`config.mk`:
```
export PLATFORM = sky130hd
export DESIGN_NAME = midi_track_event_parser_core_flat
export DESIGN_NICKNAME = d
export VERILOG_FILES = /design/src/design/mtep_pkg.sv /design/src/design/mtep_stream_if.sv /design/src/design/mtep_chan_state.sv /design/src/design/midi_track_event_parser_core.sv /design/src/flat_wrapper.sv
export SDC_FILE = /design/constraint.sdc
export NUM_CORES = 2
export LEC_CHECK = 0
export ABC_AREA = 0
export BUFFER_PORTS_ARGS = -buffer_cell sky130_fd_sc_hd__buf_2
export CAP_MARGIN = 20
export CORE_MARGIN = 3
export CORE_UTILIZATION = 59
export DETAILED_ROUTE_END_ITERATION = 10
export GPL_ROUTABILITY_DRIVEN = 1
export PLACE_DENSITY_LB_ADDON = 0.2
export SYNTH_ARGS = -nofsm -noshare
export SYNTH_HDL_FRONTEND = slang
export SYNTH_SLANG_ARGS = --single-unit
```
`constraint.sdc`:
```
create_clock -name clk -period 8.3 [get_ports clk]
set_input_delay 0.83 -clock clk [delete_from_list [all_inputs] [get_ports clk]]
set_output_delay 0.83 -clock clk [all_outputs]
set_load 0.02 [all_outputs]
```
`src/design/mtep_pkg.sv`:
```
// shared types and constants of the midi track event parser
// used by the parser core and its per-channel state block; no dependencies
package mtep_pkg;

    // parse phases of the track byte stream
    typedef enum logic [3:0] {
        PH_DELTA,
        PH_STATUS,
        PH_ARG1,
        PH_ARG2,
        PH_SX_LEN,
        PH_SX_DATA,
        PH_META_TYPE,
        PH_META_LEN,
        PH_META_DATA,
        PH_ENDED
    } phase_t;

    // event kinds on the result channel
    localparam logic [2:0] KIND_CHANNEL  = 3'd0;
    localparam logic [2:0] KIND_SYSEX    = 3'd1;
    localparam logic [2:0] KIND_TEMPO    = 3'd2;
    localparam logic [2:0] KIND_END      = 3'd3;
    localparam logic [2:0] KIND_SYSTEM   = 3'd4;
    localparam logic [2:0] KIND_NO_STAT  = 3'd5;
    localparam logic [2:0] KIND_META     = 3'd6;

    // channel message opcodes (high nibble of status)
    localparam logic [3:0] OP_NOTE_OFF   = 4'h8;
    localparam logic [3:0] OP_NOTE_ON    = 4'h9;
    localparam logic [3:0] OP_POLY_AT    = 4'ha;
    localparam logic [3:0] OP_CTRL       = 4'hb;
    localparam logic [3:0] OP_PROGRAM    = 4'hc;
    localparam logic [3:0] OP_CHAN_AT    = 4'hd;

    localparam logic [7:0] STATUS_NONE   = 8'h00;
    localparam logic [7:0] STATUS_SYSEX  = 8'hf0;
    localparam logic [7:0] STATUS_META   = 8'hff;

    localparam logic [7:0] META_END      = 8'h2f;
    localparam logic [7:0] META_TEMPO    = 8'h51;

    // controller numbers
    localparam logic [6:0] CC_BANK       = 7'd0;
    localparam logic [6:0] CC_LOOP_MARK  = 7'd2;
    localparam logic [6:0] CC_LOOP_JUMP  = 7'd4;
    localparam logic [6:0] CC_VOLUME     = 7'd7;
    localparam logic [6:0] CC_PAN        = 7'd10;
    localparam logic [6:0] CC_FX1        = 7'd91;
    localparam logic [6:0] CC_FX3        = 7'd93;

    localparam logic [1:0] LOOP_NONE     = 2'd0;
    localparam logic [1:0] LOOP_MARK     = 2'd1;
    localparam logic [1:0] LOOP_JUMP     = 2'd2;

    localparam logic [23:0] TEMPO_DEFAULT = 24'd1000000;

    typedef struct packed {
        logic [7:0] data_byte;
        logic       start_of_track;
    } track_item_t;

    typedef struct packed {
        logic [2:0]  event_kind;
        logic [7:0]  status_byte;
        logic [6:0]  first_arg;
        logic [6:0]  second_arg;
        logic [7:0]  sysex_value;
        logic [31:0] event_tick;
        logic [23:0] tempo_now;
        logic [6:0]  chan_volume;
        logic        key_now_down;
        logic [1:0]  loop_action;
    } event_item_t;

    typedef struct packed {
        logic [6:0] instrument;
        logic [6:0] bank;
        logic [6:0] volume;
        logic [6:0] pan;
        logic [6:0] fx1;
        logic [6:0] fx3;
    } chan_settings_t;

    // channel message handed to the per-channel state block
    typedef struct packed {
        logic       upd;
        logic [3:0] chan;
        logic [3:0] op;
        logic [6:0] a1;
        logic [6:0] a2;
    } chan_req_t;

    typedef struct packed {
        logic       key_now_down;
        logic [6:0] chan_volume;
    } chan_rsp_t;

endpackage

```
`src/design/mtep_stream_if.sv`:
```
// valid/ready stream channel used on both sides of the parser
// payload type is set per instance; no dependencies
interface mtep_stream_if #(parameter type payload_t = logic [7:0]);
    logic     valid;
    logic     ready;
    payload_t payload;

    modport source (output valid, output payload, input ready);
    modport sink (input valid, input payload, output ready);
endinterface

```
`src/design/mtep_chan_state.sv`:
```
// per-channel key bits and controller settings of the midi track event parser
// depends on mtep_pkg
module mtep_chan_state
    import mtep_pkg::*;
#(
    parameter int CHANNELS = 16
)
(
    input  logic      clk,
    input  logic      rst_n,
    input  chan_req_t req,
    output chan_rsp_t rsp
);

    localparam int CH_W = (CHANNELS > 1) ? $clog2(CHANNELS) : 1;

    logic [127:0]   key_bits_reg [CHANNELS];
    chan_settings_t settings_reg [CHANNELS];

    logic           ok;
    logic [CH_W-1:0] idx;
    logic [127:0]   row;
    logic [127:0]   row_next;
    logic           key_new;
    chan_settings_t set_cur;
    chan_settings_t set_next;

    always_comb
    begin
        ok       = ({1'b0, req.chan} < 5'(CHANNELS));
        idx      = req.chan[CH_W-1:0];
        row      = key_bits_reg[idx];
        set_cur  = settings_reg[idx];
        key_new  = row[req.a1];
        if (req.op == OP_NOTE_ON && req.a2 != 7'd0)
        begin
            key_new = 1'b1;
        end
        else if (req.op == OP_NOTE_ON || req.op == OP_NOTE_OFF)
        begin
            key_new = 1'b0;
        end
        row_next          = row;
        row_next[req.a1]  = key_new;

        set_next = set_cur;
        if (req.op == OP_PROGRAM)
        begin
            set_next.instrument = req.a1;
        end
        else if (req.op == OP_CTRL)
        begin
            case (req.a1)
                CC_BANK:   set_next.bank   = req.a2;
                CC_VOLUME: set_next.volume = req.a2;
                CC_FX1:    set_next.fx1    = req.a2;
                CC_FX3:    set_next.fx3    = req.a2;
                CC_PAN:    set_next.pan    = req.a2;
                default:   set_next        = set_cur;
            endcase
        end

        rsp.key_now_down = ok && key_new &&
                           (req.op == OP_NOTE_OFF || req.op == OP_NOTE_ON ||
                            req.op == OP_POLY_AT);
        rsp.chan_volume  = ok ? set_next.volume : 7'd0;
    end

    always_ff @(posedge clk or negedge rst_n)
    begin
        if (!rst_n)
        begin
            for (int i = 0; i < CHANNELS; i++)
            begin
                key_bits_reg[i] <= '0;
                settings_reg[i] <= '0;
            end
        end
        else if (req.upd && ok)
        begin
            key_bits_reg[idx] <= row_next;
            settings_reg[idx] <= set_next;
        end
    end

endmodule

```
`src/design/midi_track_event_parser_core.sv`:
```
// top level of the midi track event parser: byte-serial track decoding
// depends on mtep_pkg, mtep_stream_if and mtep_chan_state
//
// usage
//   track  : sink channel, one raw track byte per transfer (data_byte) plus
//            start_of_track, which clears running status, tick and delta sum
//            before the byte is read as the start of a delta time
//   events : source channel, at most one event per track byte: channel
//            messages, sysex payload bytes, tempo set, end of track, lone
//            system bytes, meta done and the no-status error
// path: a byte's transfer fills the input register, then its event is
//   decoded into the result register
// throughput: one byte per cycle unless an event byte waits on a full result
//   register; all decoding of a byte is one pass of logic between the input
//   register and the result register, and the parse state is updated in the same cycle
// stalls: bytes that make no event keep flowing while a result waits; a
//   byte that makes an event waits in the input register until the
//   result register is free, and track.ready stays low meanwhile
// reset: parse state, key bits and channel settings are cleared at once and
//   tempo is set to 1000000 us per quarter; track.ready is high as soon as
//   reset is released
// after end of track every byte is swallowed until start_of_track
module midi_track_event_parser_core
    import mtep_pkg::*;
#(
    parameter int CHANNELS  = 16,
    parameter int TICK_BITS = 32
)
(
    input logic          clk,
    input logic          rst_n,
    mtep_stream_if.sink   track,
    mtep_stream_if.source events
);

    // tick sum is at least as wide as a delta, so wraps follow TICK_BITS
    localparam int SUM_W = (TICK_BITS > 32) ? TICK_BITS : 32;

    // input register
    logic        in_valid_reg;
    track_item_t item_reg;

    // result register
    logic        out_valid_reg;
    event_item_t result_reg;

    // parse state
    phase_t               phase_reg,  phase_next;
    logic [7:0]           running_status_reg, running_status_next;
    logic [31:0]          vlq_reg,    vlq_next;
    logic [TICK_BITS-1:0] tick_reg,   tick_next;
    logic [7:0]           meta_type_reg, meta_type_next;
    logic [31:0]          bytes_left_reg, bytes_left_next;
    logic [23:0]          tempo_reg,  tempo_next;
    logic [6:0]           held_arg_reg, held_arg_next;

    // decode
    logic [7:0]           b;
    phase_t               cur_phase;
    logic [7:0]           cur_status;
    logic [31:0]          cur_vlq;
    logic [TICK_BITS-1:0] cur_tick;
    logic [31:0]          vlq_shift;
    logic [SUM_W-1:0]     tick_sum;
    logic [SUM_W-1:0]     tick_ext;
    logic [31:0]          bytes_dec;
    logic                 has_result;
    logic                 do_chan;
    logic                 meta_end;
    logic [7:0]           chan_status;
    logic [6:0]           a1;
    logic [6:0]           a2;
    logic [2:0]           res_kind;
    logic [7:0]           res_status;
    logic [7:0]           res_sysex;
    event_item_t          res;
    chan_req_t            chan_req;
    chan_rsp_t            chan_rsp;
    logic                 out_free;
    logic                 fire;

    assign b = item_reg.data_byte;

    // start_of_track clears running status, tick and accumulator first and restarts at the delta phase
    always_comb
    begin
        cur_phase  = item_reg.start_of_track ? PH_DELTA : phase_reg;
        cur_status = item_reg.start_of_track ? STATUS_NONE : running_status_reg;
        cur_vlq    = item_reg.start_of_track ? 32'd0 : vlq_reg;
        cur_tick   = item_reg.start_of_track ? '0 : tick_reg;
        vlq_shift  = {cur_vlq[24:0], b[6:0]};
        tick_sum   = SUM_W'(cur_tick) + SUM_W'(vlq_shift);
        tick_ext   = SUM_W'(cur_tick);
        bytes_dec  = bytes_left_reg - 32'd1;
    end

    // next state of the parser
    always_comb
    begin
        phase_next          = cur_phase;
        running_status_next = cur_status;
        vlq_next            = cur_vlq;
        tick_next           = cur_tick;
        meta_type_next      = meta_type_reg;
        bytes_left_next     = bytes_left_reg;
        tempo_next          = tempo_reg;
        held_arg_next       = held_arg_reg;
        has_result          = 1'b0;
        do_chan             = 1'b0;
        meta_end            = 1'b0;
        chan_status         = cur_status;
        a1                  = b[6:0];
        a2                  = 7'd0;
        res_kind            = KIND_CHANNEL;
        res_status          = STATUS_NONE;
        res_sysex           = 8'd0;

        unique case (cur_phase)
            PH_DELTA:
            begin
                vlq_next = vlq_shift;
                if (!b[7])
                begin
                    tick_next  = tick_sum[TICK_BITS-1:0];
                    vlq_next   = 32'd0;
                    phase_next = PH_STATUS;
                end
            end
            PH_STATUS:
            begin
                if (!b[7])
                begin
                    // data byte: running status
                    if (cur_status == STATUS_NONE)
                    begin
                        phase_next = PH_DELTA;
                        has_result = 1'b1;
                        res_kind   = KIND_NO_STAT;
                    end
                    else if (cur_status[7:4] == OP_PROGRAM ||
                             cur_status[7:4] == OP_CHAN_AT)
                    begin
                        do_chan = 1'b1;
                    end
                    else
                    begin
                        held_arg_next = b[6:0];
                        phase_next    = PH_ARG2;
                    end
                end
                else if (b < STATUS_SYSEX)
                begin
                    running_status_next = b;
                    phase_next          = PH_ARG1;
                end
                else
                begin
                    // system statuses cancel running status
                    running_status_next = STATUS_NONE;
                    vlq_next            = 32'd0;
                    if (b == STATUS_SYSEX)
                    begin
                        phase_next = PH_SX_LEN;
                    end
                    else if (b == STATUS_META)
                    begin
                        phase_next = PH_META_TYPE;
                    end
                    else
                    begin
                        phase_next = PH_DELTA;
                        has_result = 1'b1;
                        res_kind   = KIND_SYSTEM;
                        res_status = b;
                    end
                end
            end
            PH_ARG1:
            begin
                if (cur_status[7:4] == OP_PROGRAM || cur_status[7:4] == OP_CHAN_AT)
                begin
                    do_chan = 1'b1;
                end
                else
                begin
                    held_arg_next = b[6:0];
                    phase_next    = PH_ARG2;
                end
            end
            PH_ARG2:
            begin
                do_chan = 1'b1;
                a1      = held_arg_reg;
                a2      = b[6:0];
            end
            PH_SX_LEN:
            begin
                vlq_next = vlq_shift;
                if (!b[7])
                begin
                    bytes_left_next = vlq_shift;
                    vlq_next        = 32'd0;
                    phase_next      = (vlq_shift != 32'd0) ? PH_SX_DATA : PH_DELTA;
                end
            end
            PH_SX_DATA:
            begin
                bytes_left_next = bytes_dec;
                if (bytes_dec == 32'd0)
                begin
                    phase_next = PH_DELTA;
                end
                has_result = 1'b1;
                res_kind   = KIND_SYSEX;
                res_status = STATUS_SYSEX;
                res_sysex  = b;
            end
            PH_META_TYPE:
            begin
                meta_type_next = b;
                vlq_next       = 32'd0;
                phase_next     = PH_META_LEN;
            end
            PH_META_LEN:
            begin
                vlq_next = vlq_shift;
                if (!b[7])
                begin
                    bytes_left_next = vlq_shift;
                    vlq_next        = 32'd0;
                    if (meta_type_reg == META_TEMPO)
                    begin
                        tempo_next = 24'd0;
                    end
                    if (vlq_shift == 32'd0 || meta_type_reg == META_END)
                    begin
                        meta_end = 1'b1;
                    end
                    else
                    begin
                        phase_next = PH_META_DATA;
                    end
                end
            end
            PH_META_DATA:
            begin
                if (meta_type_reg == META_TEMPO)
                begin
                    // big-endian, the last three bytes stay
                    tempo_next = {tempo_reg[15:0], b};
                end
                bytes_left_next = bytes_dec;
                if (bytes_dec == 32'd0)
                begin
                    meta_end = 1'b1;
                end
            end
            PH_ENDED:
            begin
                phase_next = PH_ENDED;
            end
            default:
            begin
                phase_next = cur_phase;
            end
        endcase

        if (meta_end)
        begin
            has_result = 1'b1;
            res_status = STATUS_META;
            if (meta_type_reg == META_END)
            begin
                phase_next = PH_ENDED;
                res_kind   = KIND_END;
            end
            else
            begin
                phase_next = PH_DELTA;
                res_kind   = (meta_type_reg == META_TEMPO) ? KIND_TEMPO : KIND_META;
            end
        end

        if (do_chan)
        begin
            has_result = 1'b1;
            phase_next = PH_DELTA;
            res_kind   = KIND_CHANNEL;
            res_status = chan_status;
        end
    end

    // per-channel state sees the message only when the byte is consumed
    always_comb
    begin
        chan_req.upd  = do_chan && fire;
        chan_req.chan = chan_status[3:0];
        chan_req.op   = chan_status[7:4];
        chan_req.a1   = a1;
        chan_req.a2   = a2;
    end

    mtep_chan_state #(
        .CHANNELS (CHANNELS)
    ) u_chan_state (
        .clk   (clk),
        .rst_n (rst_n),
        .req   (chan_req),
        .rsp   (chan_rsp)
    );

    // result fields
    always_comb
    begin
        res              = '0;
        res.event_kind   = res_kind;
        res.status_byte  = res_status;
        res.sysex_value  = res_sysex;
        res.event_tick   = tick_ext[31:0];
        res.tempo_now    = tempo_next;
        if (do_chan)
        begin
            res.first_arg    = a1;
            res.second_arg   = a2;
            res.chan_volume  = chan_rsp.chan_volume;
            res.key_now_down = chan_rsp.key_now_down;
            if (chan_status[7:4] == OP_CTRL && a1 == CC_LOOP_MARK)
            begin
                res.loop_action = LOOP_MARK;
            end
            else if (chan_status[7:4] == OP_CTRL && a1 == CC_LOOP_JUMP)
            begin
                res.loop_action = LOOP_JUMP;
            end
            else
            begin
                res.loop_action = LOOP_NONE;
            end
        end
    end

    // handshake: bytes without an event never wait on the result side
    assign out_free       = !out_valid_reg || events.ready;
    assign fire           = in_valid_reg && (!has_result || out_free);
    assign track.ready    = !in_valid_reg || fire;
    assign events.valid   = out_valid_reg;
    assign events.payload = result_reg;

    always_ff @(posedge clk or negedge rst_n)
    begin
        if (!rst_n)
        begin
            in_valid_reg       <= 1'b0;
            out_valid_reg      <= 1'b0;
            phase_reg          <= PH_DELTA;
            running_status_reg <= STATUS_NONE;
            vlq_reg            <= 32'd0;
            tick_reg           <= '0;
            meta_type_reg      <= 8'd0;
            bytes_left_reg     <= 32'd0;
            tempo_reg          <= TEMPO_DEFAULT;
            held_arg_reg       <= 7'd0;
        end
        else
        begin
            if (track.valid && track.ready)
            begin
                in_valid_reg <= 1'b1;
            end
            else if (fire)
            begin
                in_valid_reg <= 1'b0;
            end

            if (fire && has_result)
            begin
                out_valid_reg <= 1'b1;
            end
            else if (events.ready)
            begin
                out_valid_reg <= 1'b0;
            end

            if (fire)
            begin
                phase_reg          <= phase_next;
                running_status_reg <= running_status_next;
                vlq_reg            <= vlq_next;
                tick_reg           <= tick_next;
                meta_type_reg      <= meta_type_next;
                bytes_left_reg     <= bytes_left_next;
                tempo_reg          <= tempo_next;
                held_arg_reg       <= held_arg_next;
            end
        end
    end

    // payload registers
    always_ff @(posedge clk)
    begin
        if (track.valid && track.ready)
        begin
            item_reg <= track.payload;
        end
        if (fire && has_result)
        begin
            result_reg <= res;
        end
    end

`ifndef SYNTHESIS
    // a byte is only refused while one is waiting in the input register
    a_ready_only_when_full: assert property (@(posedge clk) disable iff (!rst_n)
        !track.ready |-> in_valid_reg)
        else $error("track refused with empty input register");

    // argument phases always run under a channel status
    a_args_have_status: assert property (@(posedge clk) disable iff (!rst_n)
        (phase_reg == PH_ARG1 || phase_reg == PH_ARG2) |-> running_status_reg[7])
        else $error("argument phase without channel status");

    // payload phases never start with an exhausted count
    a_payload_count: assert property (@(posedge clk) disable iff (!rst_n)
        (phase_reg == PH_SX_DATA || phase_reg == PH_META_DATA) |->
            bytes_left_reg != 32'd0)
        else $error("payload phase with zero bytes left");

    // a stalled result is never overwritten
    a_result_kept: assert property (@(posedge clk) disable iff (!rst_n)
        out_valid_reg && !events.ready |=> out_valid_reg && $stable(result_reg))
        else $error("pending result lost or changed");
`endif

endmodule
```
`src/flat_wrapper.sv`:
```
// flat-port wrapper written by rule: the top's interface ports become plain ports
module midi_track_event_parser_core_flat import mtep_pkg::*;
#(
    parameter int CHANNELS  = 16,
    parameter int TICK_BITS = 32
)
  (clk, rst_n, track_valid, track_payload, track_ready, events_valid, events_payload, events_ready);
  mtep_stream_if track_i ();
  mtep_stream_if events_i ();
  input logic clk;
  input logic rst_n;
  input wire logic [$bits(track_i.valid)-1:0] track_valid;
  input wire logic [$bits(track_i.payload)-1:0] track_payload;
  output wire logic [$bits(track_i.ready)-1:0] track_ready;
  output wire logic [$bits(events_i.valid)-1:0] events_valid;
  output wire logic [$bits(events_i.payload)-1:0] events_payload;
  input wire logic [$bits(events_i.ready)-1:0] events_ready;
  assign track_i.valid = track_valid;
  assign track_i.payload = track_payload;
  assign track_ready = track_i.ready;
  assign events_valid = events_i.valid;
  assign events_payload = events_i.payload;
  assign events_i.ready = events_ready;
  midi_track_event_parser_core #(.CHANNELS(CHANNELS), .TICK_BITS(TICK_BITS)) u_core (.clk(clk), .rst_n(rst_n), .track(track_i), .events(events_i));
endmodule
```
## After elaboration in Yosys (flattened, before gate mapping)

Index checks and enable logic that the tools add are counted.

| storage, ports and cells | value |
|---|---|
| bits in registers | 2821 |
| latch bits | 0 |
| RAM bits | 0 |
| ROM bits | 0 |
| input bits | 12 |
| output and inout bits | 10 |
| word-level logic and storage cells | 256 |
| memories kept | 0 |

| cells by class | value |
|---|---|
| add/sub/neg operators | 1 |
| $mul | 0 |
| divide/modulo/power cells | 0 |
| $lt $le $gt $ge | 4 |
| equality and inequality tests | 23 |
| shift operators | 0 |
| multiplexer cells | 62 |
| bitwise gates (word level) | 2 |
| reduce and logical (&&, ||, !) cells | 38 |

Operator list:

| operator | count |
|---|---|
| bitwise mux 2048 bit | 1 |
| bitwise mux 672 bit | 1 |
| binary-select mux 128 bit (select 4 bit) | 1 |
| demux 128 bit (select 4 bit) | 1 |
| 2-to-1 mux 128 bit | 3 |
| binary-select mux 42 bit (select 4 bit) | 1 |
| demux 42 bit (select 4 bit) | 1 |
| bitwise mux 128 bit | 1 |
| 2-to-1 mux 42 bit | 3 |
| 2-to-1 mux 35 bit | 2 |
| 2-to-1 mux 7 bit | 10 |
| logical NOT 32 bit | 2 |
| case mux 32 bit (2 select lines) | 1 |
| 2-to-1 mux 25 bit | 2 |
| equality test 4 bit (second input constant) | 8 |
| 2-to-1 mux 4 bit | 8 |
| case mux 4 bit (8 select lines) | 1 |
| nonzero test 32 bit | 1 |
| subtractor 32 x 1 -> 32 bit (second input constant) | 1 |
| equality test 4 x 3 -> 1 bit (second input constant) | 4 |
| 2-to-1 mux 1 bit | 16 |
| equality test 7 x 3 -> 1 bit (second input constant) | 2 |
| equality test 7 bit (second input constant) | 2 |
| case mux 7 bit (2 select lines) | 1 |
| 31 further kinds | 56 |

## Longest topological paths before layout

| logic depth | value |
|---|---|
| depth in word-level cells | 13 |
| gate-level depth with buffers | 22 |
| mapped depth without buffers | 13 |

## Cells and area by module

From an unflattened synthesis, not the netlist that was laid out.

| second synthesis, totals | value |
|---|---|
| cells, all modules | 14082 |
| area, all modules | 122961.7 um2 |

Modules (own cells, without submodules):

| module | times used | cells an instance | area an instance (um2) | sequential area each (um2) |
|---|---|---|---|---|
| mtep_chan_state | 1 | 13447 | 117004.7 | 54051.8 |
| midi_track_event_parser_core | 1 | 635 | 5957.0 | 2607.5 |

## Least setup slack after synthesis

OpenSTA, ideal clock, no wires.

| path | value |
|---|---|
| path kind | register -> output |
| start point | register u_core.bytes_left_reg[3] |
| end point | output port track_ready |
| arrival | 3.500 ns |
| data required time | 7.470 ns |
| slack | 3.970 ns |
| cell stages (with the launch flop) | 12 |
| buffers on the path | 2 |
| path through | dfrtp_1 clkbuf_1 or4_1 clkbuf_1 nor4_2 nand2_1 o31ai_1 nand4bb_1 or3_1 nor4_1 o21ai_0 or2_2 |

| between the ends | value |
|---|---|
| longest elaborated chain between the ends | 10 |

RTL lines:

| what | line | RTL |
|---|---|---|
| from (decl) | midi_track_event_parser_core.sv:53 | `logic [31:0] bytes_left_reg, bytes_left_next;` |
| from (signal assigned) | midi_track_event_parser_core.sv:391 | `bytes_left_reg <= bytes_left_next;` |
| subtractor 32 x 1 -> 32 bit | midi_track_event_parser_core.sv:94 | `bytes_dec = bytes_left_reg - 32'd1;` |
| logical NOT 32 bit | midi_track_event_parser_core.sv:253 | `if (bytes_dec == 32'd0)` |
| 2-to-1 mux 1 bit | midi_track_event_parser_core.sv:253 |  |
| case mux 1 bit (2 select lines) | midi_track_event_parser_core.sv:118 | `unique case (cur_phase)` |
| 2-to-1 mux 1 bit | midi_track_event_parser_core.sv:268 | `if (meta_end)` |
| 2-to-1 mux 1 bit | midi_track_event_parser_core.sv:284 | `if (do_chan)` |
| logical NOT 1 bit | midi_track_event_parser_core.sv:344 | `assign fire = in_valid_reg && (!has_result \|\| out_free);` |
| logical OR 1 bit | midi_track_event_parser_core.sv:344 |  |
| logical AND 1 bit | midi_track_event_parser_core.sv:344 |  |
| logical OR 1 bit | midi_track_event_parser_core.sv:345 | `assign track.ready = !in_valid_reg \|\| fire;` |
| to (decl) | flat_wrapper.sv:14 | `output wire logic [$bits(track_i.ready)-1:0] track_ready;` |

No other way between the ends.

## Worst setup path in the final report

| path | value |
|---|---|
| start point | register u_core.item_reg[0] (netlist bit) |
| end point | register u_core.u_chan_state.key_bits_reg[959] (netlist bit) |

| between the ends | value |
|---|---|
| longest elaborated chain between the ends | 11 |
| elaborated cells on any way between the ends | 55 |
| those cells by class | order compare: 4; eq/ne: 10; mux: 27; bitwise: 1; reduce/logical: 13 |

RTL lines:

| what | line | RTL |
|---|---|---|
| from (decl) | midi_track_event_parser_core.sv:41 | `track_item_t item_reg;` |
| from (signal assigned) | midi_track_event_parser_core.sv:403 | `item_reg <= track.payload;` |
| 2-to-1 mux 8 bit / 2-to-1 mux 25 bit (equally long branches) | midi_track_event_parser_core.sv:88, midi_track_event_parser_core.sv:89 |  |
| NOT 4 -> 5 bit (implied by the code) (tied with other cells) | mtep_chan_state.sv:32, mtep_chan_state.sv:81 |  |
| binary-select mux 128 bit (select 4 bit) (tied with other cells) | mtep_chan_state.sv:32 | `row = key_bits_reg[idx];` |
| 2-to-1 mux 128 bit (implied by the code) (tied with other cells) (2 in series) | mtep_chan_state.sv:32 |  |
| binary-select mux 1 bit (select 7 bit) (tied with other cells) | mtep_chan_state.sv:34 | `key_new = row[req.a1];` |
| 2-to-1 mux 1 bit (on tied branches) | mtep_chan_state.sv:34, midi_track_event_parser_core.sv:284 |  |
| 2-to-1 mux 1 bit / logical NOT 1 bit (equally long branches) | mtep_chan_state.sv:39, midi_track_event_parser_core.sv:344 |  |
| 2-to-1 mux 1 bit / logical OR 1 bit (equally long branches) | mtep_chan_state.sv:35, midi_track_event_parser_core.sv:344 |  |
| bitwise mux 128 bit / logical AND 1 bit (equally long branches) | mtep_chan_state.sv:44, midi_track_event_parser_core.sv:344 |  |
| bitwise mux 2048 bit / logical AND 1 bit (equally long branches) | mtep_chan_state.sv:81, midi_track_event_parser_core.sv:296 |  |
| to (signal, indexed assignment) | mtep_chan_state.sv:81 | `key_bits_reg[idx] <= row_next;` |
| to (decl) | mtep_chan_state.sv:17 | `logic [127:0] key_bits_reg [CHANNELS];` |

Several ways; a longest one is shown, not always the timed one. The select of a mux whose other input is x is not followed.
A chain may end at the register's enable or synchronous reset.

==> summary.txt <==
Die
  – Area of the core: 172000 sq um
  – Top-level I/O count: 22
  – Overall die width: 423 um
  – Die Height: 423 um
  – Starting Density: 59.5%
  – Row count: 152
  – Die area: 179000 sq um

CTS
  – Cts bufs inserted: 227
  – Clock Path Buffers: 3
  – CTS tree: done
  – Worst-Skew Late Latency: 0.90 ns
  – Clock transition at path regs: 0.06 ns
  – Htree depth: 4
  – Post-CTS Resized: 0
  – Clock Tree Root: clkbuf_16
  – TritonCTS Sinks: 2229
  – Setup Fix Bufs, Post-CTS: 0

Worst setup path
  – Worst path required time: 9.08 ns
  – Reg2reg path depth: 14
  – Setup slack, reg-to-reg: 1.0 ns
  – Most frequent CP cell: buf_4
  – Crit-path slowest cell: edfxtp_1
  – Critical path peak fanout: 20
  – Crit path capture type: flop
  – Worst Path Buf+Inv: 3
  – Worst Setup Start Kind: flop
  – Reg2Reg Capture Point: u_core.u_chan_state.key_bits_reg[959]
  – Max stage delay on crit path: 0.86 ns
  – Critical path type: reg -> reg
  – Critical path arrival: 8.09 ns
  – Worst-path cell chain: or3b_2 > nor2_2 > buf_4 > o31ai_4 > buf_4 > a41oi_1 > nand4_1 > a211oi_1 > or4_1 > a211oi_1 > a31oi_4 > buf_4 > o21ai_2 > o21ai_0
  – CP delay by family, top: compound AO/OA/AOI/OAI gates
  – Critical R2R Launch: u_core.item_reg[0]

Global routing
  – All-Layer GR Usage: 38.0%
  – GRT Residual Overflow: 0
  – Vias in the first global route: 81400
  – Largest net degree at the start of global routing: 194
  – First-pass GRT wire length: 517000 um
  – Initial antenna violation count: 12

Min path
  – Hold WC Path Type: in -> reg
  – Min-delay src: track_payload[4]
  – Hold path cells: 1
  – Hold endpoint: u_core.b[3]

Power and ir drop
  – Switch share: 24.5%
  – Fraction of power consumed by combinational cells: 5.8%
  – Reg power frac: 48.5%
  – Total leakage power: 0.0468 uW
  – Clk pwr share: 45.7%
  – Total chip power: 22900 uW
  – Sw power: 5600 uW
  – Maximum vdd drop: 195 uV
  – Internal Pwr Total: 17300 uW
  – PwrDens: 205 nW/um^2

Placed design
  – I/O Buffers: 21
  – DP Worst Slack: 1.37 ns
  – Placer Congestion: 0.918
  – Post-DP HPWL: 191000 um

Timing
  – Final Hold Vio Count: 0
  – Setup-failing EPs final: 0
  – Setup ws final: 0.995 ns
  – Final slew viol count: 0
  – Clock skew: 0.0508 ns
  – Worst Max-Slew Pin Slew: 1.26 ns
  – Setup_tns: 0 ns
  – Max-slew headroom: 16.1%
  – Max Clock Freq: 137 MHz
  – Final period utilization: 88.0%
  – Final Critical Period: 7.30 ns
  – RSZ-0062 raised after global routing: no

Cells and area
  – Filler Cell Count: 13700
  – Max reg flops: 2048
  – Layout area overhead: 8.79%
  – Final net count: 10100
  – Fin util: 64.8%
  – Layout cells sized above 1: 10.2%

Run
  – Max-Cap Viols: 0

Synth
  – Syn Inst Count: 10700
  – Top cell type's share of synthesized area: 54.0%
  – Largest area contributor in the netlist: dfrtp_1
  – Cell area after synthesis: 103000 sq um
  – Top-count cell post-synth: nand2_1
  – Ys Warns: 0
  – Post-synth EDFFs: 16
  – Seq cells post-synth: 2229
  – Post-synth top flop: dfrtp_1
  – Syn_area_per_cell: 9.63 sq um
  – Part of the Yosys area used for sequential elements: 54.4%
  – Synth top area cells: dfrtp_1, o21ai_0, nand2_1, mux2i_1, clkbuf_1
  – Cell variety after synth: 96
  – Syn nets: 10700
  – Post-synth ARST share: 99.3%
  – Synth top cells by count: nand2_1, o21ai_0, dfrtp_1

Drt
  – Drt pass-1 iters: 7
  – Drt drc: 0
  – WL final: 343000 um
  – Detailed-route via count: 84300
  – DR vias/cell: 6.68
  – Antenna Nets Post-Route: 0
  – Initial drt markers: 11800
  – WL/cell: 27.2 um

Status
  – Outcome: complete, no violations
power by group through the flow:
| stage | sequential (uW) | clock (uW) | combinational [uW] |
|---|---|---|---|
| global placement | 11300 | 0 | 1260 |
| finish | 11100 | 10500 | 1320 |
| global route | 11100 | 11000 | 1420 |
| detailed placement | 11300 | 0 | 1290 |
| floorplan | 11200 | 0 | 742 |
| CTS | 11100 | 10500 | 1290 |
repair_timing:
item                                    4_1_cts  5_1_grt
hold endpoints to repair                     20        0
endpoints found under the setup margin        0        0
hold buffers                                  1        0
stage by stage:
step | instances | hold WS, ns | area [sq um]
final | 12600 | 0.126 | 112000
after global routing | 12600 | 0.101 | 112000
after CTS | 12600 | 0.104 | 112000
after detailed placement | 12200 | 0.462 | 104000
after global placement | 12200 | 0.452 | 104000
after floorplan | 10700 | 0.441 | 103000
cell usage in the layout (no fill, tap or decap), drive strengths merged, types with 112 or more instances in the layout:
cell type	Yosys	routed
mux2i	408	408
o21ai	2452	2452
mux2	155	155
dfrtp	2213	2213
nand2	2466	2466
a21oi	277	277
a221oi	150	150
a211oi	112	112
clkbuf	726	334
o221ai	122	122
nor2	171	171
buf	298	250
cell type report:
class	count	area (sq um)	area share, %
flip-flops and latches	2229	55900	50.1
multi-input cells	7368	42400	38.0
clock buffers	333	6700	6.01
well taps	2310	2890	2.59
repair buffers	252	2560	2.30
clock inverters	85	977	0.876
inverters	35	139	0.124
diodes	11	27.5	0.0247
worst reg2reg max path: stages (launching register included):
cell	delay, ns
edfxtp_1	0.86
or3b_2	0.84
nor2_2	0.65
buf_4	0.41
o31ai_4	0.11
buf_4	0.34
a41oi_1	0.44
nand4_1	0.38
a211oi_1	0.86
or4_1	0.24
a211oi_1	0.09
a31oi_4	0.68
buf_4	0.65
o21ai_2	0.38
o21ai_0	0.27
kinds of logic (layout without fill, tap and decap cells):
family          count (synthesis)  count (layout)  share of synthesized area (%)
xor+xnor                        5               5                         0.0427
other cells                     0              11                              0
compound gates               3629            3629                           20.7
fa+ha+maj                       2               2                         0.0244
flops                        2229            2229                           54.4
mux                           612             612                           7.62
buf+inv                      1059             705                           4.54
simple gates                 3120            3120                           12.7
metal layers:
layer | track usage [%] | wire, um
met5 | 0 | 23
met4 | 21.3 | 21000
met3 | 9.77 | 39600
met2 | 56.4 | 150000
met1 | 51.3 | 133000
worst max-delay path by stage:
stage / start / to / slack (ns) / cells after the start
floorplan: u_core.bytes_left_reg[3] / track_ready / 3.97 / 11
global placement: u_core.running_status_reg[1] / u_core.u_chan_state.key_bits_reg[1552] / 1.40 / 15
detailed placement: u_core.running_status_reg[1] / u_core.u_chan_state.key_bits_reg[1175] / 1.37 / 15
CTS: u_core.item_reg[0] / u_core.u_chan_state.key_bits_reg[1175] / 1.35 / 15
global route: u_core.item_reg[0] / u_core.u_chan_state.key_bits_reg[1175] / 1.12 / 15
finish: u_core.item_reg[0] / u_core.u_chan_state.key_bits_reg[959] / 1.0 / 14
(Power assumes the default switching activity.)
